<file path="src/rtl/core/s4stu_pkg.sv">
package s4stu_pkg;

   localparam int ELEM_W      = 64;
   localparam int ADDR_W      = 24;
   localparam int DIM_W       = 7;
   localparam int MAX_DIM_DEF = 64;
   localparam int CSR_IDX_W   = 1;
   localparam int REQ_DATA_W  = ELEM_W;
   localparam int RSP_DATA_W  = ADDR_W + ELEM_W;
   localparam int WRITES      = 4;

   localparam logic [DIM_W-1:0] DIM_RESET = 7'd1;

   typedef enum logic [CSR_IDX_W-1:0] {
      CSR_OUTER_DIM = 1'b0,
      CSR_INNER_DIM = 1'b1
   } csr_reg_type;

endpackage

</file>
<file path="src/rtl/core/s4stu_index.sv">
module s4stu_index #(
   parameter  int MAX_DIM = s4stu_pkg::MAX_DIM_DEF,
   localparam int IDX_W   = $clog2(MAX_DIM),
   localparam int DIMX_W  = $clog2(MAX_DIM + 1)
) (
   input  logic                             clock,
   input  logic                             reset,
   input  logic                             csr_we,
   input  logic [s4stu_pkg::CSR_IDX_W-1:0]  csr_index,
   input  logic [s4stu_pkg::DIM_W-1:0]      csr_wdata,
   input  logic                             step,
   output logic [IDX_W-1:0]                 idx_i,
   output logic [IDX_W-1:0]                 idx_j,
   output logic [IDX_W-1:0]                 idx_k,
   output logic [IDX_W-1:0]                 idx_l,
   output logic [DIMX_W-1:0]                outer_eff,
   output logic [DIMX_W-1:0]                inner_eff
);
   import s4stu_pkg::*;

   localparam int CMP_W = (DIM_W > DIMX_W) ? DIM_W : DIMX_W;

   logic [DIM_W-1:0] outer_dim_ff;
   logic [DIM_W-1:0] inner_dim_ff;
   logic [IDX_W-1:0] i_ff, j_ff, k_ff, l_ff;
   logic [IDX_W-1:0] i_in, j_in, k_in, l_in;

   // zero reads as one, anything past the maximum is clamped
   function automatic logic [DIMX_W-1:0] eff_dim(input logic [DIM_W-1:0] r);
      logic [CMP_W-1:0] rx;
      rx = CMP_W'(r);
      if (r == '0) begin
         return DIMX_W'(1);
      end else if (rx > CMP_W'(MAX_DIM)) begin
         return DIMX_W'(MAX_DIM);
      end else begin
         return DIMX_W'(rx);
      end
   endfunction

   assign outer_eff = eff_dim(outer_dim_ff);
   assign inner_eff = eff_dim(inner_dim_ff);

   always_ff @(posedge clock) begin
      if (reset) begin
         outer_dim_ff <= DIM_RESET;
         inner_dim_ff <= DIM_RESET;
      end else if (csr_we) begin
         case (csr_reg_type'(csr_index))
            CSR_OUTER_DIM: outer_dim_ff <= csr_wdata;
            CSR_INNER_DIM: inner_dim_ff <= csr_wdata;
            default: ;
         endcase
      end
   end

   always_comb begin
      i_in = i_ff;
      j_in = j_ff;
      k_in = k_ff;
      l_in = l_ff;
      if (step) begin
         if (l_ff < k_ff) begin
            l_in = l_ff + 1'b1;
         end else begin
            l_in = '0;
            if ((DIMX_W'(k_ff) + 1'b1) < inner_eff) begin
               k_in = k_ff + 1'b1;
            end else begin
               k_in = '0;
               if (j_ff < i_ff) begin
                  j_in = j_ff + 1'b1;
               end else begin
                  j_in = '0;
                  if ((DIMX_W'(i_ff) + 1'b1) < outer_eff) begin
                     i_in = i_ff + 1'b1;
                  end else begin
                     i_in = '0;
                  end
               end
            end
         end
      end
   end

   always_ff @(posedge clock) begin
      if (reset) begin
         i_ff <= '0;
         j_ff <= '0;
         k_ff <= '0;
         l_ff <= '0;
      end else begin
         i_ff <= i_in;
         j_ff <= j_in;
         k_ff <= k_in;
         l_ff <= l_in;
      end
   end

   assign idx_i = i_ff;
   assign idx_j = j_ff;
   assign idx_k = k_ff;
   assign idx_l = l_ff;

endmodule

</file>
<file path="src/rtl/core/s4stu_addr.sv">
module s4stu_addr #(
   parameter  int MAX_DIM = s4stu_pkg::MAX_DIM_DEF,
   localparam int IDX_W   = $clog2(MAX_DIM),
   localparam int DIMX_W  = $clog2(MAX_DIM + 1)
) (
   input  logic                                       clock,
   input  logic                                       reset,
   input  logic                                       in_valid,
   output logic                                       in_ready,
   input  logic [s4stu_pkg::ELEM_W-1:0]               in_bits,
   input  logic [IDX_W-1:0]                           idx_i,
   input  logic [IDX_W-1:0]                           idx_j,
   input  logic [IDX_W-1:0]                           idx_k,
   input  logic [IDX_W-1:0]                           idx_l,
   input  logic [DIMX_W-1:0]                          outer_eff,
   input  logic [DIMX_W-1:0]                          inner_eff,
   output logic                                       out_valid,
   input  logic                                       out_ready,
   output logic [s4stu_pkg::ELEM_W-1:0]               out_bits,
   output logic [s4stu_pkg::WRITES-1:0][s4stu_pkg::ADDR_W-1:0] out_addr
);
   import s4stu_pkg::*;

   localparam int XW = IDX_W + DIMX_W;
   localparam int SW = 2 * DIMX_W;

   // first stage: row terms (a*O + b), column terms (c*I + d), plane size I*I
   logic              x_valid_ff, x_valid_in;
   logic [ELEM_W-1:0] x_bits_ff;
   logic [XW-1:0]     xij_ff, xji_ff, ykl_ff, ylk_ff;
   logic [SW-1:0]     s_ff;
   // second stage: row term times plane size
   logic              p_valid_ff, p_valid_in;
   logic [ELEM_W-1:0] p_bits_ff;
   logic [ADDR_W-1:0] p0_ff, p1_ff;
   logic [XW-1:0]     pykl_ff, pylk_ff;

   logic p_free, x_free, nonzero;

   assign nonzero  = (in_bits[ELEM_W-2:0] != '0);
   assign p_free   = !p_valid_ff || out_ready;
   assign x_free   = !x_valid_ff || p_free;
   assign in_ready = x_free;

   always_comb begin
      x_valid_in = x_valid_ff;
      if (x_free) begin
         x_valid_in = in_valid && nonzero;
      end
      p_valid_in = p_valid_ff;
      if (p_free) begin
         p_valid_in = x_valid_ff;
      end
   end

   always_ff @(posedge clock) begin
      if (reset) begin
         x_valid_ff <= 1'b0;
         p_valid_ff <= 1'b0;
      end else begin
         x_valid_ff <= x_valid_in;
         p_valid_ff <= p_valid_in;
      end
   end

   always_ff @(posedge clock) begin
      if (in_valid && x_free) begin
         x_bits_ff <= in_bits;
         xij_ff    <= XW'(idx_i) * XW'(outer_eff) + XW'(idx_j);
         xji_ff    <= XW'(idx_j) * XW'(outer_eff) + XW'(idx_i);
         ykl_ff    <= XW'(idx_k) * XW'(inner_eff) + XW'(idx_l);
         ylk_ff    <= XW'(idx_l) * XW'(inner_eff) + XW'(idx_k);
         s_ff      <= SW'(inner_eff) * SW'(inner_eff);
      end
   end

   always_ff @(posedge clock) begin
      if (x_valid_ff && p_free) begin
         p_bits_ff <= x_bits_ff;
         p0_ff     <= ADDR_W'(xij_ff) * ADDR_W'(s_ff);
         p1_ff     <= ADDR_W'(xji_ff) * ADDR_W'(s_ff);
         pykl_ff   <= ykl_ff;
         pylk_ff   <= ylk_ff;
      end
   end

   assign out_valid   = p_valid_ff;
   assign out_bits    = p_bits_ff;
   assign out_addr[0] = p0_ff + ADDR_W'(pykl_ff);
   assign out_addr[1] = p0_ff + ADDR_W'(pylk_ff);
   assign out_addr[2] = p1_ff + ADDR_W'(pylk_ff);
   assign out_addr[3] = p1_ff + ADDR_W'(pykl_ff);

endmodule

</file>
<file path="src/rtl/core/s4stu_emit.sv">
module s4stu_emit (
   input  logic                                       clock,
   input  logic                                       reset,
   input  logic                                       load_valid,
   output logic                                       load_ready,
   input  logic [s4stu_pkg::ELEM_W-1:0]               load_bits,
   input  logic [s4stu_pkg::WRITES-1:0][s4stu_pkg::ADDR_W-1:0] load_addr,
   output logic                                       rsp_tvalid,
   input  logic                                       rsp_tready,
   output logic [s4stu_pkg::RSP_DATA_W-1:0]           rsp_tdata,
   output logic                                       rsp_tlast
);
   import s4stu_pkg::*;

   localparam int               CNT_W    = $clog2(WRITES);
   localparam logic [CNT_W-1:0] LAST_CNT = CNT_W'(WRITES - 1);

   logic                            em_valid_ff, em_valid_in;
   logic [CNT_W-1:0]                cnt_ff, cnt_in;
   logic [ELEM_W-1:0]               data_ff;
   logic [WRITES-1:0][ADDR_W-1:0]   addr_ff;
   logic                            last, xfer, load;

   assign last       = (cnt_ff == LAST_CNT);
   assign xfer       = em_valid_ff && rsp_tready;
   assign load_ready = !em_valid_ff || (xfer && last);
   assign load       = load_valid && load_ready;

   always_comb begin
      em_valid_in = em_valid_ff;
      cnt_in      = cnt_ff;
      if (xfer) begin
         cnt_in = cnt_ff + 1'b1;
         if (last) begin
            em_valid_in = 1'b0;
         end
      end
      if (load) begin
         em_valid_in = 1'b1;
         cnt_in      = '0;
      end
   end

   always_ff @(posedge clock) begin
      if (reset) begin
         em_valid_ff <= 1'b0;
         cnt_ff      <= '0;
      end else begin
         em_valid_ff <= em_valid_in;
         cnt_ff      <= cnt_in;
      end
   end

   always_ff @(posedge clock) begin
      if (load) begin
         data_ff <= load_bits;
         addr_ff <= load_addr;
      end
   end

   assign rsp_tvalid = em_valid_ff;
   assign rsp_tlast  = last;
   assign rsp_tdata  = {data_ff, addr_ff[cnt_ff]};

endmodule

</file>
<file path="src/rtl/core/s4_symmetric_tensor_unpack.sv">
// a nonzero element passes both register stages and the write sequencer before its first write
// a nonzero element gives four writes on the single write port, one per accepted transfer;
// later elements fill the stages meanwhile; zero elements move at one per cycle unless stalled
// the multiply path is two register stages deep, with the write sequencer behind it
// reset is synchronous: counters go to zero, both dimensions to one, all stages empty
module s4_symmetric_tensor_unpack #(
   parameter int MAX_DIM = s4stu_pkg::MAX_DIM_DEF
) (
   input  logic                             clock,
   input  logic                             reset,
   input  logic                             req_tvalid,
   output logic                             req_tready,
   input  logic [s4stu_pkg::REQ_DATA_W-1:0] req_tdata,   // element_bits
   output logic                             rsp_tvalid,
   input  logic                             rsp_tready,
   output logic [s4stu_pkg::RSP_DATA_W-1:0] rsp_tdata,   // write_data, write_address
   output logic                             rsp_tlast,   // last_write
   input  logic                             csr_we,
   input  logic [s4stu_pkg::CSR_IDX_W-1:0]  csr_index,
   input  logic [s4stu_pkg::DIM_W-1:0]      csr_wdata
);
   import s4stu_pkg::*;

   localparam int IDX_W  = $clog2(MAX_DIM);
   localparam int DIMX_W = $clog2(MAX_DIM + 1);

   logic                          accept;
   logic [IDX_W-1:0]              idx_i, idx_j, idx_k, idx_l;
   logic [DIMX_W-1:0]             outer_eff, inner_eff;
   logic                          a_valid, a_ready;
   logic [ELEM_W-1:0]             a_bits;
   logic [WRITES-1:0][ADDR_W-1:0] a_addr;

   assign accept = req_tvalid && req_tready;

   s4stu_index #(.MAX_DIM(MAX_DIM)) u_index (
      .clock     (clock),
      .reset     (reset),
      .csr_we    (csr_we),
      .csr_index (csr_index),
      .csr_wdata (csr_wdata),
      .step      (accept),
      .idx_i     (idx_i),
      .idx_j     (idx_j),
      .idx_k     (idx_k),
      .idx_l     (idx_l),
      .outer_eff (outer_eff),
      .inner_eff (inner_eff)
   );

   s4stu_addr #(.MAX_DIM(MAX_DIM)) u_addr (
      .clock     (clock),
      .reset     (reset),
      .in_valid  (req_tvalid),
      .in_ready  (req_tready),
      .in_bits   (req_tdata),
      .idx_i     (idx_i),
      .idx_j     (idx_j),
      .idx_k     (idx_k),
      .idx_l     (idx_l),
      .outer_eff (outer_eff),
      .inner_eff (inner_eff),
      .out_valid (a_valid),
      .out_ready (a_ready),
      .out_bits  (a_bits),
      .out_addr  (a_addr)
   );

   s4stu_emit u_emit (
      .clock      (clock),
      .reset      (reset),
      .load_valid (a_valid),
      .load_ready (a_ready),
      .load_bits  (a_bits),
      .load_addr  (a_addr),
      .rsp_tvalid (rsp_tvalid),
      .rsp_tready (rsp_tready),
      .rsp_tdata  (rsp_tdata),
      .rsp_tlast  (rsp_tlast)
   );

endmodule

</file>
<file path="config.mk">
export PLATFORM = sky130hd
export DESIGN_NAME = s4_symmetric_tensor_unpack
export DESIGN_NICKNAME = d
export VERILOG_FILES = /design/src/rtl/core/s4stu_pkg.sv /design/src/rtl/core/s4stu_index.sv /design/src/rtl/core/s4stu_addr.sv /design/src/rtl/core/s4stu_emit.sv /design/src/rtl/core/s4_symmetric_tensor_unpack.sv
export SDC_FILE = /design/constraint.sdc
export NUM_CORES = 2
export LEC_CHECK = 0
export BUFFER_PORTS_ARGS = -buffer_cell sky130_fd_sc_hd__buf_2
export CAP_MARGIN = 10
export CELL_PAD_IN_SITES_DETAIL_PLACEMENT = 1
export CELL_PAD_IN_SITES_GLOBAL_PLACEMENT = 2
export CORE_MARGIN = 2
export CORE_UTILIZATION = 40
export CTS_BUF_LIST = sky130_fd_sc_hd__clkbuf_4 sky130_fd_sc_hd__clkbuf_8
export CTS_CLUSTER_SIZE = 20
export DETAILED_ROUTE_END_ITERATION = 10
export PLACE_DENSITY_LB_ADDON = 0.1
export REMOVE_ABC_BUFFERS = 1
export SYNTH_ARGS = -nofsm -noshare
export SYNTH_HDL_FRONTEND = slang
export SYNTH_SLANG_ARGS = --single-unit
</file>
<file path="constraint.sdc">
create_clock -name clock -period 12 [get_ports clock]
set_input_delay 0.6 -clock clock [delete_from_list [all_inputs] [get_ports clock]]
set_output_delay 0.6 -clock clock [all_outputs]
set_load 0.1 [all_outputs]
</file>
==> summary.md <==
| Metric | Value |
|---|---|
| Status | finished, final reports clean |
| Reg clk slew, reported paths | 0.06 ns |
| Ports | between 150 and 200 |
| 1st-iter DRT viols | between 900 and 1000 |
| Clock latency on the worst-skew pair | ~0.73 ns |
| Area fraction in compound gates after synthesis | 0.06661 |
| First-pass GRT wire length | roughly 150000 um |
| H-tree depth | 3 |
| Async S/R FF share, synth | 0 |
| Post-synth EDFFs | 427 |
| Slew Limit Fails | 0 |
| Die Area | approximately 96000 um2 |
| Number of synthesized register bits | 470 |
| Die height | between 300 and 400 um |
| Worst-margin pin slew | 1.092 ns |
| Post-synthesis xor/xnor area fraction | 0.04271 |
| Routed vias/inst | 5.028 |
| Share of cells above drive strength 1 | 0.1055 |
| Largest family of logic cells by synthesized area | adder cells |
| Syn Inst Count | approximately 3400 |
| Highest-delay cell along the critical path | edfxtp_1 |
| CP Cell Sequence | and2_1, fa_1, inv_1, fa_1, inv_1, fa_1, fa_1, inv_1, fa_1, inv_1, ha_1, a21oi_1, o21ai_0, a311oi_1, o211a_1, nor3_1, or3b_1 |
| Worst Path Buf+Inv | 4 |
| Static Leak | around 18 nW |
| CTS Buffer Depth | 3 |
| RR Endpoint | u_addr.p0_ff[23] |
| FF-to-FF setup slack | ~6 ns |
| Slew margin rel. | 0.2708 |
| # Post-CTS Setup Buffers | 0 |
| Hold Path Class | primary input to flop |
| PortBufs | 167 |
| Adder-cell share of the synthesized area | 0.3110 |
| Avg Inst Size Synth | 11.08 um2 |
| Core area | ~93000 um2 |
| Post-DP HPWL | ~76000 um |
| Pint | between 4 and 5 mW |
| Post-route DRC | 0 |
| Max cap viols | 0 |
| Mux contribution to synthesized area | 0.01991 |
| Post-DRT Antenna Nets | 0 |
| Setup TNS | 0 ns |
| Fin Hold WS | between 0.08 and 0.09 ns |
| Crit end category | flop |
| Dpl cell area | 39630 um2 |
| CP max FO | 26 |
| Gr usage total | 0.2075 |
| Area Overhead vs Synth | 10.84% |
| Max rail drop VDD | 0.1037 mV |
| Switching pwr | just under 3 mW |
| Nets | around 4400 |
| Fin crit share | 0.4967 |
| Row count | roughly 110 |
| Sequential Power Share | 0.317 |
| Initial antenna violation count | 4 |
| Hold-fix buffers, CTS | 0 |
| Fin area | slightly above 40000 um2 |
| Worst Setup Path Type | flop to flop |
| Worst reg-to-reg path cell count | 17 |
| Fill count | approximately 10000 |
| CP max stage delay | about 1 ns |
| Final Non-Filler Cells | approximately 4900 |
| WP data required | 12.46 ns |
| Arr. time, crit path | ~6.4 ns |
| Fin Clk Skew | roughly 0.045 ns |
| Reg2reg start | u_addr.s_ff[10] |
| F_max | ~170 MHz |
| Final WL | between 90000 and 100000 um |
| Post-synth cell types | 80 |
| Dpl cells | around 4700 |
| CP Launch Type | flop |
| PwrDens | between 150 and 200 nW/um2 |
| Sequential area share after synthesis | 0.3666 |
| Root buffer cell | clkbuf_8 |
| RePlAce Congestion | between 0.8 and 0.9 |
| Combinational power share | 0.469 |
| Vias in the first global route | about 28000 |
| Routed vias | 24540 |
| Worst Hold Launch | req_tdata[63] |
| Setup violators final | 0 |
| Net Sw Frac | 0.4032 |
| Wire per inst | between 15 and 20 um |
| Clock power frac | 0.214 |
| Largest net degree at the start of global routing | 84 |
| Worst Hold Depth | 1 |
| Syn Std Cell Area | about 37000 um2 |
| Die W | roughly 310 um |
| Starting Density | 0.4017 |
| CTS Buf Count | 83 |
| Unrepaired setup endpoints after global routing | no |
| Simple-gate portion of the synthesized area | 0.1285 |
| Iteration count of the initial detailed-routing pass | 5 |
| CTS tree | done |
| Gr ovfl total | 0 |
| CP delay by family, top | adder cells |
| Final hold violation count | 0 |
| # clock sinks | 470 |
| Crit-path most repeated cell | fa_1 |
| Post-CTS sizing | 0 |
| Hold EP | u_addr.x_bits_ff[63] |
| Yosys warning count | 0 |
| Ys flop type | edfxtp_1 |
| Crit path time final | about 6 ns |
==> worst max-delay path by stage <==
stage                             from                  to  slack, ns  cells after the start
6_report               u_addr.s_ff[10]    u_addr.p0_ff[23]       6.04                     17
5_1_grt        u_index.inner_dim_ff[1]   u_addr.ykl_ff[12]       5.69                     17
4_1_cts                u_addr.s_ff[10]    u_addr.p0_ff[23]       6.05                     17
3_5_place_dp           u_addr.s_ff[11]    u_addr.p0_ff[23]       6.04                     17
3_3_place_gp           u_addr.s_ff[11]    u_addr.p1_ff[23]       6.18                     18
2_1_floorplan         u_emit.cnt_ff[0]  u_addr.out_bits[0]      -1.25                      3
==> area by class of cell <==
cell class                      count  area, um2  area share
Antenna cell                        4      10.01   0.0002419
Clock buffer                      110       1364     0.03297
Clock inverter                     34      365.4    0.008831
Inverter                          533       2001     0.04836
Multi-Input combinational cell   2280      21330      0.5156
Sequential cell                   470      13680      0.3308
Tap cell                         1254       1569     0.03793
Timing Repair Buffer              195       1046     0.02528
==> cells in the final DEF (no fill, tap or decap), drive strengths merged, types with 24 or more instances in the layout <==
cell,instances
nand3,47
edfxtp,427
a21oi,120
fa,363
o21a,30
nor2b,39
and2,261
nor2,186
xor2,55
a21o,34
dfxtp,43
clkinv,36
xnor2,127
nor3,43
nand2,255
buf,195
inv,522
o21ai,48
clkbuf,110
mux4,24
ha,347
==> worst reg2reg max path: stages, from the launching register on <==
cell and delay, ns:
edfxtp_1 1.02, and2_1 0.28, fa_1 0.42, inv_1 0.08, fa_1 0.42, inv_1 0.10
fa_1 0.46, fa_1 0.56, inv_1 0.05, fa_1 0.49, inv_1 0.04, ha_1 0.38
a21oi_1 0.24, o21ai_0 0.12, a311oi_1 0.38, o211a_1 0.25, nor3_1 0.06, or3b_1 0.36
==> layer usage <==
metal,up-vias,global-route usage,part of all wire
met3,108,0.02767,0.029
met5,-,0,0
li1,11590,-,-
met1,12520,0.2612,0.44
met2,321,0.3762,0.51
met4,0,0.04843,0.019
==> sequential cells by signal, summed over array words and instances, names as in the netlist, 24 cells and up <==
register          flops
u_addr.p1_ff         24
u_addr.x_bits_ff     64
u_emit.data_ff       64
u_addr.out_bits      64
u_emit.addr_ff       96
u_addr.p0_ff         24
==> per-stage QoR <==
stage | util | power, mW | setup slack, ns
final | 0.4453 | 7.310 | 6.040
after CTS | 0.4452 | 7.415 | 6.047
after detailed placement | 0.4266 | 5.798 | 6.035
after floorplan | - | 4.770 | -1.250
after global placement | 0.4266 | 5.692 | 6.176
after global routing | 0.4453 | 7.899 | 5.694
==> Yosys cell counts, types with 13 or more instances <==
cell / n / area [um2]
nand2_1: 255 / 957.2
nor3_1: 42 / 210.2
mux2i_1: 18 / 180.2
xnor2_1: 127 / 1112
a21oi_1: 119 / 595.6
clkinv_1: 16 / 60.06
nand4_1: 18 / 112.6
mux4_2: 24 / 540.5
and2_1: 261 / 1633
nor2_1: 186 / 698.2
inv_1: 516 / 1937
a21o_1: 34 / 255.2
nand3_1: 47 / 235.2
fa_1: 363 / 7267
xor2_1: 55 / 481.7
nor4_1: 22 / 137.6
nand2b_1: 18 / 112.6
a211oi_1: 14 / 105.1
and3_1: 22 / 137.6
dfxtp_1: 43 / 860.8
o211ai_1: 13 / 97.59
o21a_1: 30 / 225.2
clkbuf_1: 96 / 360.4
o21ai_0: 45 / 225.2
edfxtp_1: 427 / 12820
ha_1: 347 / 4342
o21bai_1: 17 / 127.6
nor2b_1: 39 / 244.0
==> power groups by stage <==
stage	clock network, mW	logic (mW)	registers [mW]
3_5_place_dp	0	3.44	2.36
6_report	1.57	3.43	2.32
3_3_place_gp	0	3.35	2.35
2_1_floorplan	0	2.43	2.34
5_1_grt	1.69	3.87	2.34
4_1_cts	1.63	3.47	2.32
==> kinds of logic after synthesis <==
kind of cell	count (synthesis)
compound gates	372
xor+xnor	182
fa+ha+maj	710
buf+inv	639
flops	470
mux	44
other cells	2
simple gates	950
Power figures use the tool's default switching activity.
